$ cat src/war_pkg.sv
// ----------------------------------------------------------------------------
// war_pkg: shared types and constants
// Field widths, configuration register indexes and the control/status
// bundles between the controller and the datapath.
// ----------------------------------------------------------------------------
package war_pkg;

  localparam int SAMPLE_W   = 12;
  localparam int WIN_W      = 5;
  localparam int SLOP_W     = 8;
  localparam int CFG_IDX_W  = 3;
  localparam int CFG_DATA_W = 12;

  localparam logic [CFG_IDX_W-1:0] CFG_MODE       = 3'd0;
  localparam logic [CFG_IDX_W-1:0] CFG_WINDOW     = 3'd1;
  localparam logic [CFG_IDX_W-1:0] CFG_SLOP_LOW   = 3'd2;
  localparam logic [CFG_IDX_W-1:0] CFG_SLOP_HIGH  = 3'd3;
  localparam logic [CFG_IDX_W-1:0] CFG_BOUND_LOW  = 3'd4;
  localparam logic [CFG_IDX_W-1:0] CFG_BOUND_HIGH = 3'd5;

  typedef struct packed {
    logic load;
    logic read;
    logic update;
    logic div_step;
    logic finish;
  } war_cmd_t;

  typedef struct packed {
    logic div_last;
    logic out_busy;
  } war_sts_t;

endpackage

$ cat src/war_ctrl.sv
// ----------------------------------------------------------------------------
// war_ctrl: item sequencer
// Steps one item through load, store read, window update, serial divide
// and result write.
// ----------------------------------------------------------------------------
module war_ctrl import war_pkg::*; (
  input  logic     clk,
  input  logic     rst_n,
  input  logic     in_valid,
  output logic     in_ready,
  output war_cmd_t cmd,
  input  war_sts_t sts
);

  localparam logic [2:0] ST_IDLE   = 3'd0;
  localparam logic [2:0] ST_READ   = 3'd1;
  localparam logic [2:0] ST_UPDATE = 3'd2;
  localparam logic [2:0] ST_DIV    = 3'd3;
  localparam logic [2:0] ST_FINISH = 3'd4;

  logic [2:0] state_r;
  logic [2:0] state_nxt;

  always_comb begin
    state_nxt = state_r;
    cmd       = '0;
    in_ready  = 1'b0;
    case (state_r)
      ST_IDLE: begin
        in_ready = 1'b1;
        if (in_valid) begin
          cmd.load  = 1'b1;
          state_nxt = ST_READ;
        end
      end
      ST_READ: begin
        cmd.read  = 1'b1;
        state_nxt = ST_UPDATE;
      end
      ST_UPDATE: begin
        cmd.update = 1'b1;
        state_nxt  = ST_DIV;
      end
      ST_DIV: begin
        cmd.div_step = 1'b1;
        if (sts.div_last) begin
          state_nxt = ST_FINISH;
        end
      end
      ST_FINISH: begin
        if (!sts.out_busy) begin
          cmd.finish = 1'b1;
          state_nxt  = ST_IDLE;
        end
      end
      default: begin
        state_nxt = ST_IDLE;
      end
    endcase
  end

  always_ff @(posedge clk) begin
    if (!rst_n) begin
      state_r <= ST_IDLE;
    end else begin
      state_r <= state_nxt;
    end
  end

endmodule

$ cat src/war_dpath.sv
// ----------------------------------------------------------------------------
// war_dpath: sample window datapath
// Configuration registers, sample ring memory, running sum, bit-serial
// divider, deadband test and result register.
// ----------------------------------------------------------------------------
module war_dpath import war_pkg::*; #(
  parameter int MAX_WINDOW = 16
) (
  input  logic                  clk,
  input  logic                  rst_n,
  input  logic                  cfg_we,
  input  logic [CFG_IDX_W-1:0]  cfg_index,
  input  logic [CFG_DATA_W-1:0] cfg_wdata,
  input  logic [SAMPLE_W-1:0]   in_distance,
  input  logic                  in_force_report,
  input  war_cmd_t              cmd,
  output war_sts_t              sts,
  output logic                  out_valid,
  input  logic                  out_ready,
  output logic                  out_report_valid,
  output logic [SAMPLE_W-1:0]   out_report_value,
  output logic [SAMPLE_W-1:0]   out_window_average
);

  localparam int AW    = (MAX_WINDOW > 1) ? $clog2(MAX_WINDOW) : 1;
  localparam int SUM_W = SAMPLE_W + $clog2(MAX_WINDOW + 1);
  localparam int CNT_W = $clog2(SUM_W);

  logic                mode_r;
  logic [WIN_W-1:0]    win_r;
  logic [SLOP_W-1:0]   slop_low_r;
  logic [SLOP_W-1:0]   slop_high_r;
  logic [SAMPLE_W-1:0] bound_low_r;
  logic [SAMPLE_W-1:0] bound_high_r;

  logic [AW-1:0]       pos_r;
  logic [WIN_W-1:0]    fill_r;
  logic [SUM_W-1:0]    sum_r;
  logic [SAMPLE_W-1:0] last_r;

  logic [SAMPLE_W-1:0] dist_r;
  logic                force_r;
  logic [SAMPLE_W-1:0] rd_data_r;
  logic                filling_r;
  logic [WIN_W-1:0]    rem_r;
  logic [SUM_W-1:0]    quo_r;
  logic [CNT_W-1:0]    cnt_r;

  logic                out_valid_r;
  logic                out_rv_r;
  logic [SAMPLE_W-1:0] out_val_r;
  logic [SAMPLE_W-1:0] out_avg_r;

  logic [SAMPLE_W-1:0] mem [MAX_WINDOW];

  logic [WIN_W-1:0]    eff_win;
  logic                filling_now;
  logic [SAMPLE_W-1:0] old_sample;
  logic [SUM_W-1:0]    sum_nxt;
  logic [AW:0]         pos_p1;
  logic [AW-1:0]       pos_nxt;
  logic [WIN_W:0]      trial;
  logic                ge;
  logic [WIN_W-1:0]    rem_nxt;
  logic [SAMPLE_W-1:0] avg;
  logic [SAMPLE_W-1:0] tested;
  logic [SAMPLE_W:0]   low_edge;
  logic [SAMPLE_W:0]   high_edge;
  logic                outside;
  logic                in_bounds;
  logic                report;

  always_comb begin
    if (win_r == '0) begin
      eff_win = WIN_W'(1);
    end else if (32'(win_r) > 32'(MAX_WINDOW)) begin
      eff_win = WIN_W'(MAX_WINDOW);
    end else begin
      eff_win = win_r;
    end
  end

  assign filling_now = fill_r < eff_win;
  assign old_sample  = filling_now ? '0 : rd_data_r;
  assign sum_nxt     = sum_r - SUM_W'(old_sample) + SUM_W'(dist_r);
  assign pos_p1      = {1'b0, pos_r} + 1'b1;
  assign pos_nxt     = (32'(pos_p1) >= 32'(eff_win)) ? '0 : pos_p1[AW-1:0];

  assign trial   = {rem_r, quo_r[SUM_W-1]};
  assign ge      = trial >= {1'b0, eff_win};
  assign rem_nxt = ge ? WIN_W'(trial - {1'b0, eff_win}) : trial[WIN_W-1:0];

  assign avg       = quo_r[SAMPLE_W-1:0];
  assign tested    = mode_r ? avg : dist_r;
  assign low_edge  = {1'b0, tested} + (SAMPLE_W+1)'(slop_low_r);
  assign high_edge = {1'b0, last_r} + (SAMPLE_W+1)'(slop_high_r);
  assign outside   = (low_edge < {1'b0, last_r}) || ({1'b0, tested} > high_edge);
  assign in_bounds = (tested >= bound_low_r) && (tested <= bound_high_r);
  assign report    = !filling_r && (force_r || (outside && in_bounds));

  assign sts.div_last = cnt_r == CNT_W'(SUM_W - 1);
  assign sts.out_busy = out_valid_r && !out_ready;

  always_ff @(posedge clk) begin
    if (!rst_n) begin
      mode_r       <= 1'b1;
      win_r        <= WIN_W'(16);
      slop_low_r   <= SLOP_W'(1);
      slop_high_r  <= SLOP_W'(1);
      bound_low_r  <= '0;
      bound_high_r <= '1;
      pos_r        <= '0;
      fill_r       <= '0;
      sum_r        <= '0;
      last_r       <= '0;
      out_valid_r  <= 1'b0;
    end else begin
      if (cfg_we) begin
        case (cfg_index)
          CFG_MODE:       mode_r       <= cfg_wdata[0];
          CFG_WINDOW: begin
            win_r  <= cfg_wdata[WIN_W-1:0];
            pos_r  <= '0;
            fill_r <= '0;
            sum_r  <= '0;
          end
          CFG_SLOP_LOW:   slop_low_r   <= cfg_wdata[SLOP_W-1:0];
          CFG_SLOP_HIGH:  slop_high_r  <= cfg_wdata[SLOP_W-1:0];
          CFG_BOUND_LOW:  bound_low_r  <= cfg_wdata[SAMPLE_W-1:0];
          CFG_BOUND_HIGH: bound_high_r <= cfg_wdata[SAMPLE_W-1:0];
          default: begin
          end
        endcase
      end else if (cmd.update) begin
        sum_r <= sum_nxt;
        pos_r <= pos_nxt;
        if (filling_now) begin
          fill_r <= fill_r + 1'b1;
        end
      end
      if (cmd.finish) begin
        out_valid_r <= 1'b1;
        if (report) begin
          last_r <= tested;
        end
      end else if (out_ready) begin
        out_valid_r <= 1'b0;
      end
    end
  end

  always_ff @(posedge clk) begin
    if (cmd.load) begin
      dist_r  <= in_distance;
      force_r <= in_force_report;
    end
    if (cmd.read) begin
      rd_data_r <= mem[pos_r];
    end
    if (cmd.update) begin
      mem[pos_r] <= dist_r;
      filling_r  <= filling_now;
      quo_r      <= sum_nxt;
      rem_r      <= '0;
      cnt_r      <= '0;
    end
    if (cmd.div_step) begin
      quo_r <= {quo_r[SUM_W-2:0], ge};
      rem_r <= rem_nxt;
      cnt_r <= cnt_r + 1'b1;
    end
    if (cmd.finish) begin
      out_rv_r  <= report;
      out_val_r <= report ? tested : '0;
      out_avg_r <= avg;
    end
  end

  assign out_valid          = out_valid_r;
  assign out_report_valid   = out_rv_r;
  assign out_report_value   = out_val_r;
  assign out_window_average = out_avg_r;

endmodule

$ cat src/windowed_average_change_reporter.sv
// ----------------------------------------------------------------------------
// windowed_average_change_reporter: moving average with deadband reporting
//
//   channel | handshake              | payload
//   --------+------------------------+----------------------------------------
//   in      | in_valid / in_ready    | in_distance, in_force_report
//   out     | out_valid / out_ready  | out_report_valid, out_report_value,
//           |                        | out_window_average
//   cfg     | cfg_we                 | cfg_index, cfg_wdata
//
// An item is accepted only once the previous one has finished; the
// bit-serial divider retires one quotient bit per cycle.
// Reset is synchronous; the sample memory is not cleared, the fill count
// masks entries not yet written since reset or a window write.
// The result register holds a finished item while out_ready is low; the
// next item waits in the final step until that register is taken.
// ----------------------------------------------------------------------------
module windowed_average_change_reporter import war_pkg::*; #(
  parameter int MAX_WINDOW = 16
) (
  input  logic                  clk,
  input  logic                  rst_n,
  input  logic                  cfg_we,
  input  logic [CFG_IDX_W-1:0]  cfg_index,
  input  logic [CFG_DATA_W-1:0] cfg_wdata,
  input  logic                  in_valid,
  output logic                  in_ready,
  input  logic [SAMPLE_W-1:0]   in_distance,
  input  logic                  in_force_report,
  output logic                  out_valid,
  input  logic                  out_ready,
  output logic                  out_report_valid,
  output logic [SAMPLE_W-1:0]   out_report_value,
  output logic [SAMPLE_W-1:0]   out_window_average
);

  war_cmd_t cmd;
  war_sts_t sts;

  war_ctrl u_ctrl (
    .clk      (clk),
    .rst_n    (rst_n),
    .in_valid (in_valid),
    .in_ready (in_ready),
    .cmd      (cmd),
    .sts      (sts)
  );

  war_dpath #(
    .MAX_WINDOW (MAX_WINDOW)
  ) u_dpath (
    .clk                (clk),
    .rst_n              (rst_n),
    .cfg_we             (cfg_we),
    .cfg_index          (cfg_index),
    .cfg_wdata          (cfg_wdata),
    .in_distance        (in_distance),
    .in_force_report    (in_force_report),
    .cmd                (cmd),
    .sts                (sts),
    .out_valid          (out_valid),
    .out_ready          (out_ready),
    .out_report_valid   (out_report_valid),
    .out_report_value   (out_report_value),
    .out_window_average (out_window_average)
  );

endmodule

$ cat config.mk
export PLATFORM = sky130hd
export DESIGN_NAME = windowed_average_change_reporter
export DESIGN_NICKNAME = d
export VERILOG_FILES = /design/src/war_pkg.sv /design/src/war_ctrl.sv /design/src/war_dpath.sv /design/src/windowed_average_change_reporter.sv
export SDC_FILE = /design/constraint.sdc
export NUM_CORES = 1
export LEC_CHECK = 0
export BUFFER_PORTS_ARGS = -buffer_cell sky130_fd_sc_hd__buf_2
export CAP_MARGIN = 20
export CORE_MARGIN = 4
export CORE_UTILIZATION = 63
export DETAILED_ROUTE_END_ITERATION = 10
export PLACE_DENSITY = 0.8
export SLEW_MARGIN = 20
export SYNTH_ARGS = -nofsm -noshare
export SYNTH_HDL_FRONTEND = slang
export SYNTH_HIERARCHICAL = 1
export SYNTH_SLANG_ARGS = --single-unit
$ cat constraint.sdc
create_clock -name clk -period 12.2 [get_ports clk]
set_input_delay 0 -clock clk [delete_from_list [all_inputs] [get_ports clk]]
set_output_delay 0 -clock clk [all_outputs]
set_load 0.02 [all_outputs]
Yosys cells after proc, flatten, opt, wreduce, memory -nomap -nowiden
Memory sizes are Yosys's and may differ from the RTL's. A register that Yosys moved wholly into a read port is not among the register bits.
Index checks and enable logic that the tools add are counted.
- RAM bits: 192
- output and inout bits: 27
- input bits: 33
- memories kept: 1
- register bits after elaboration: 154
- word-level logic and storage cells: 113
- memory list (memory ; words ; bits a word ; rd ports ; clocked after Yosys merged registers in ; wr ports ; RTL line ; text):
    u_dpath.mem ; 16 ; 12 ; 1 ; 1 ; 1 ; war_dpath.sv:54 ; logic [SAMPLE_W-1:0] mem [MAX_WINDOW];
- reduce and logical (&&, ||, !) cells: 25
- equal/unequal tests: 14
- magnitude comparators: 8
- add/subtract/negate cells: 8
- multiplexer cells: 36
- operator list (cell ; number):
    $mux 17 ; 4
    $mux 5 ; 10
    $add 12x8->13 ; 2
    $mux 12 ; 2
    $add 17x12->17 ; 1
    $sub 17x12->17 ; 1
    $mux 4 ; 4
    $reduce_and 2->1 ; 8
    $pmux 3 s5 ; 1
    $gt 12x13->1 ; 1
    $lt 13x12->1 ; 1
    $eq 3x2->1 const B ; 4
    $ge 12x12->1 ; 1
    $le 12x12->1 ; 1
    $mux 1 ; 12
    $add 5x1->5 const B ; 2
    $eq 3x3->1 const B ; 3
    $mux 3 ; 3
    $reduce_bool 2->1 ; 4
    $eq 3x1->1 const B ; 2
    $ge 6x5->1 ; 1
    $logic_not 3->1 ; 2
    $ne 2x2->1 const B ; 3
    $reduce_and 3->1 ; 2
    other kinds (11) ; 16

Logic depth before layout (Yosys ltp)
- word-level depth: 9
- gate-level depth with buffers: 24
- mapped depth without buffers: 22

Cells and area by module
The synthesis kept the hierarchy.
- modules (own cells, without submodules) (module ; cells an instance ; area an instance (um^2) ; sequential area each (um^2) ; times used):
    war_dpath ; 1341 ; 16889.9 ; 9809.4 ; 1
    war_ctrl ; 22 ; 211.5 ; 60.1 ; 1

Least setup slack after synthesis
No wires, ideal clock.
- kind: reg-to-reg
- start point: register u_dpath.win_r[4]
- end point: register u_dpath.quo_r[14], data pin
- required time: 11.944 ns
- buffers on the path: 1
- setup slack: 7.906 ns
- library setup time: 0.256 ns
- clock period less this slack: 4.294 ns
- stages on the path, launching flop included: 18
- arrival: 4.038 ns
- path through: dfxtp_1 inv_1 nand2_1 ha_1 a21oi_1 o22ai_1 or2_2 clkbuf_1 and2_1 fa_1 inv_1 ha_1 a2111o_1 o211ai_1 a31oi_1 o21a_1 or3_1 a31o_2
- cells in the longest elaborated chain, start to end: 9
- elaborated cells on any way between the ends: 10
- classes of those cells: 2 x add/sub; 2 x order compare; 5 x mux; 1 x reduce/logical
- RTL lines (what ; RTL line ; text):
    start, declared ; war_dpath.sv:30 ; logic [WIN_W-1:0] win_r;
    start signal, assigned ; war_dpath.sv:122 ; win_r <= cfg_wdata[WIN_W-1:0];
    $gt 5x5->1 ; war_dpath.sv:76 ; end else if (32'(win_r) > 32'(MAX_WINDOW)) begin
    $mux 5 ; war_dpath.sv:76 ;
    $mux 5 (*) ; war_dpath.sv:74 ; if (win_r == '0) begin
    $lt 5x5->1 (*) ; war_dpath.sv:83 ; assign filling_now = fill_r < eff_win;
    $mux 12 (*) ; war_dpath.sv:84 ; assign old_sample = filling_now ? '0 : rd_data_r;
    $sub 17x12->17 (*) ; war_dpath.sv:85 ; assign sum_nxt = sum_r - SUM_W'(old_sample) + SUM_W'(dist_r);
    $add 17x12->17 (*) ; war_dpath.sv:85 ;
    $mux 17 (*) ; war_dpath.sv:160 ; if (cmd.update) begin
    $mux 17 (*) ; war_dpath.sv:167 ; if (cmd.div_step) begin
    end signal, assigned ; war_dpath.sv:163 ; quo_r <= sum_nxt;
    end signal, assigned ; war_dpath.sv:168 ; quo_r <= {quo_r[SUM_W-2:0], ge};
    end, declared ; war_dpath.sv:46 ; logic [SUM_W-1:0] quo_r;
Mark *: on every way between the ends. The rest lies on a longest branch, timed or not. The select of a mux whose other input is x is not followed.
A chain may end at the register's enable or synchronous reset.

Worst setup path after layout
- start point: register u_dpath.dist_r[1]
- end point: register u_dpath.last_r[1]
- cells in the longest elaborated chain, start to end: 8
- elaborated cells on any way between the ends: 12
- classes of those cells: 1 x add/sub; 4 x order compare; 1 x mux; 6 x reduce/logical
- RTL lines (what ; RTL line ; text):
    start, declared ; war_dpath.sv:41 ; logic [SAMPLE_W-1:0] dist_r;
    start signal, assigned ; war_dpath.sv:154 ; dist_r <= in_distance;
    $mux 12 (*) ; war_dpath.sv:94 ; assign tested = mode_r ? avg : dist_r;
    via u_dpath.tested[1] ; war_dpath.sv:66 ; logic [SAMPLE_W-1:0] tested;
    $add 12x8->13 ; war_dpath.sv:95 ; assign low_edge = {1'b0, tested} + (SAMPLE_W+1)'(slop_low_r);
    $lt 13x12->1 ; war_dpath.sv:97 ; assign outside = (low_edge < {1'b0, last_r}) || ({1'b0, tested} > high_edge);
    $logic_or 1x1->1 ; war_dpath.sv:97 ;
    $logic_and 1x1->1 ; war_dpath.sv:99 ; assign report = !filling_r && (force_r || (outside && in_bounds));
    $logic_or 1x1->1 ; war_dpath.sv:99 ;
    $logic_and 1x1->1 ; war_dpath.sv:99 ;
    $reduce_and 2->1 (no line) ; n/a ;
    end signal, assigned ; war_dpath.sv:144 ; last_r <= tested;
    end, declared ; war_dpath.sv:39 ; logic [SAMPLE_W-1:0] last_r;
The timed path passes the listed nets; every way through them passes the cells marked *.

==> impl_results.md <==
- Critical path launch point type: register
- Top FF cell, synth: edfxtp_1
- Iteration count of the initial detailed-routing pass: 5
- Crit Path Max Fanout: 17
- CP Cell Sequence: inv_1 -> o21a_1 -> inv_1 -> ha_1 -> a21o_1 -> a21oi_1 -> o21ai_0 -> a211o_1 -> a31o_2 -> a21oi_1 -> nor4_1 -> xnor2_1 -> ha_1 -> o41ai_1 -> a32oi_1 -> o22ai_2 -> mux2i_1
- Syn Area/Cell: 12.5 µm²
- GRT overflow: 0
- HP Start: rst_n
- Root buffer cell: clkbuf_16
- Final hold violations: 0
- ANT cells: 0
- Area Growth Syn to Fin: 13.5%
- Mapped Nets: between 1500 and 2000
- Layout cell share with drive strength beyond 1: 15.7%
- Gpl congestion: 0.916
- Synth area leaders: edfxtp_1, dfxtp_1, mux4_2
- Setup CP Type: register to register
- Post-cts resize count: 0
- Sw power: 0.000748 W
- Internal: 0.00218 W
- WL/cell: 23.5 µm
- # setup viols final: 0
- Buffers on Ports: 59
- Mapped Cells: 1363
- RSZ-0062 raised after global routing: no
- Die Ht: 173 µm
- Worst Tran Pin Value: approximately 1.1 ns
- CP max stage cell: o22ai_2
- PwrDens: 151 nW/µm²
- Post-Route WL: 43100 µm
- Most frequent cell after synthesis: edfxtp_1
- H-tree levels: 2
- Reg-to-Reg Start: u_dpath/dist_r[1]
- Filler cell count: 1694
- Static Leak: 7.13 nW
- Post-CTS setup buffer count: 0
- CTS tree: yes
- Setup TNS: 0 ns
- HP Class: primary input to register
- Post-route clock skew: around 0.033 ns
- Number of synthesized flops with an enable pin: 270
- Seq/Total Area, Yosys: 57.7%
- First-pass GRT wire length: about 67000 µm
- Outcome: completed
- DRC errors left: 0
- Max-Cap Viols: 0
- Post-synthesis register bit count: 358
- Share of Yosys cell area claimed by the top area cell type: a little under half
- Comb pwr share: 13.2%
- Worst EP required: 12.64 ns
- Max VDD drop: 0.147 mV
- Sink Count: between 300 and 400
- All-Layer GR Usage: 28.8%
- Initial core utilization: 63.8%
- # IOs: 60
- Slew Viols, Final: 0
- WP data arrival: 5.51 ns
- Clock period minus worst slack: 5.06 ns
- Post-synth top cells: edfxtp_1, nand2_1, inv_1, ha_1, dfxtp_1
- Num rows: 60
- Final ANT Viol Nets: 0
- Cell taking the most area after synthesis: edfxtp_1
- Switching share of power: 25.5%
- Async SR Flop Fraction: 0%
- Core Area: 26800 µm²
- Power share of the clock group: 38.9%
- Critical Path Start: u_dpath/dist_r[1]
- Total power draw: 0.00293 W
- Kind of end point of the critical path: register
- Slew headroom: between 20% and 30%
- Final period util: around two fifths
- DR iter-0 viols: 1200
- Clock Latency Late Sink: 0.55 ns
- Vias/cell: 6.35
- Fmax: a little under 200 MHz
- # nets final: 1615
- Via count: 11647
- Yosys Warn Count: 6
- CTS Buf Count: 37
- Post-layout util: a little over 70%
- Mapped Area: 17100 µm²
- Die width: 173 µm
- Critical path's largest stage delay: ~0.72 ns
- Clock transition at the registers of the reported paths: around 0.060 ns
- Vias in the first global route: 11567
- Initial antenna violation count: 0
- CTS max path bufs: 3
- Sequential share of power: roughly 48%
- Die ar.: 29800 µm²
- Dpl hpwl: about 27000 µm
- Largest net degree at the start of global routing: 55
- Cell variety after synth: 67
[per-layer routing]
layer	vias up	part of all wire [%]	GRT usage, %
met5	-	0	0
met2	634	49	48.1
li1	5170	-	-
met1	5730	38	39.4
met4	0	3.3	8.71
met3	113	9.0	5.16
[power groups by stage]
stage / Sequential [W] / Clock [W] / Combinational [W]
floorplan: 0.00140 / 0 / 0.000272
global placement: 0.00143 / 0 / 0.000347
detailed placement: 0.00143 / 0 / 0.000359
CTS: 0.00140 / 0.00115 / 0.000373
global route: 0.00141 / 0.00122 / 0.000427
finish: 0.00140 / 0.00114 / 0.000387
[state kept, by name, summed over array words and instances, names as in the netlist, 8 cells and up]
signal,count
u_dpath/mem,192
u_dpath/out_window_average,12
u_dpath/bound_high_r,12
u_dpath/slop_high_r,8
u_dpath/bound_low_r,12
u_dpath/last_r,12
u_dpath/out_report_value,12
u_dpath/rd_data_r,12
u_dpath/quo_r,17
u_dpath/sum_r,17
u_dpath/slop_low_r,8
u_dpath/dist_r,12
[critical path, delay by kind of cell (launching register included)]
| family | cells | cell delay (ns) |
|---|---|---|
| adder cells (fa/ha/maj) | 2 | 0.49 |
| buffers and inverters | 2 | 0.40 |
| AO/OA/AOI/OAI | 10 | 2.89 |
| XOR/XNOR | 1 | 0.17 |
| multiplexers | 1 | 0.28 |
| AND/OR/NAND/NOR | 1 | 0.08 |
| flip-flops | 1 | 0.66 |
[through the flow]
stage | cell area (µm²) | hold WS [ns] | instances | setup WS (ns)
floorplan | 17100 | 0.0989 | 1363 | 7.91
detailed placement | 17800 | 0.179 | 1736 | 7.27
CTS | 19400 | 0.0163 | 1833 | 7.20
finish | 19400 | 0.0530 | 1834 | 7.14
global placement | 17800 | 0.178 | 1736 | 7.47
global route | 19400 | 0.0674 | 1834 | 6.71
[layout by cell type (no fill, tap or decap), types with 21 or more instances in the layout]
master and n:
xnor2_1 21, nor3_1 26, nand3_1 27, buf_2 59
dfxtp_1 86, nand2_1 158, clkbuf_16 37, mux4_2 60
dlygate4sd3_1 31, o21ai_0 46, buf_4 25, edfxtp_1 270
a21oi_1 78, ha_1 101, inv_1 123, nor2_1 68
[layout make-up]
| cell class | count | area, µm² | area share, % |
|---|---|---|---|
| Multi-Input combinational cell | 830 | 6600 | 34.0 |
| Timing Repair Buffer | 116 | 821 | 4.23 |
| Tap cell | 341 | 427 | 2.20 |
| Clock inverter | 23 | 245 | 1.26 |
| Clock buffer | 43 | 978 | 5.04 |
| Sequential cell | 358 | 9870 | 50.9 |
| Inverter | 123 | 462 | 2.38 |
[worst paths after layout]
check             cells after the start                     end  slack, ns
hold reg to reg                       2  u_dpath/bound_low_r[4]       0.46
hold / removal                        3          u_dpath/mode_r       0.05
setup reg to reg                     17       u_dpath/last_r[1]       7.14
setup / recovery                     17       u_dpath/last_r[1]       7.14
[cell families after synthesis]
family                   Yosys count  share of synthesized area [%]
multiplexers                      79                           9.04
adder cells (fa/ha/maj)          116                           9.15
AO/OA/AOI/OAI                    218                           7.84
buffers and inverters            175                           4.00
flip-flops                       358                           57.7
XOR/XNOR                          36                           1.84
AND/OR/NAND/NOR                  381                           10.4
[repair_timing]
item                                    in CTS  in global routing
hold buffers                                31                  0
hold endpoints to repair                    64                  0
endpoints found under the setup margin       0                  0
(Power assumes the default switching activity.)
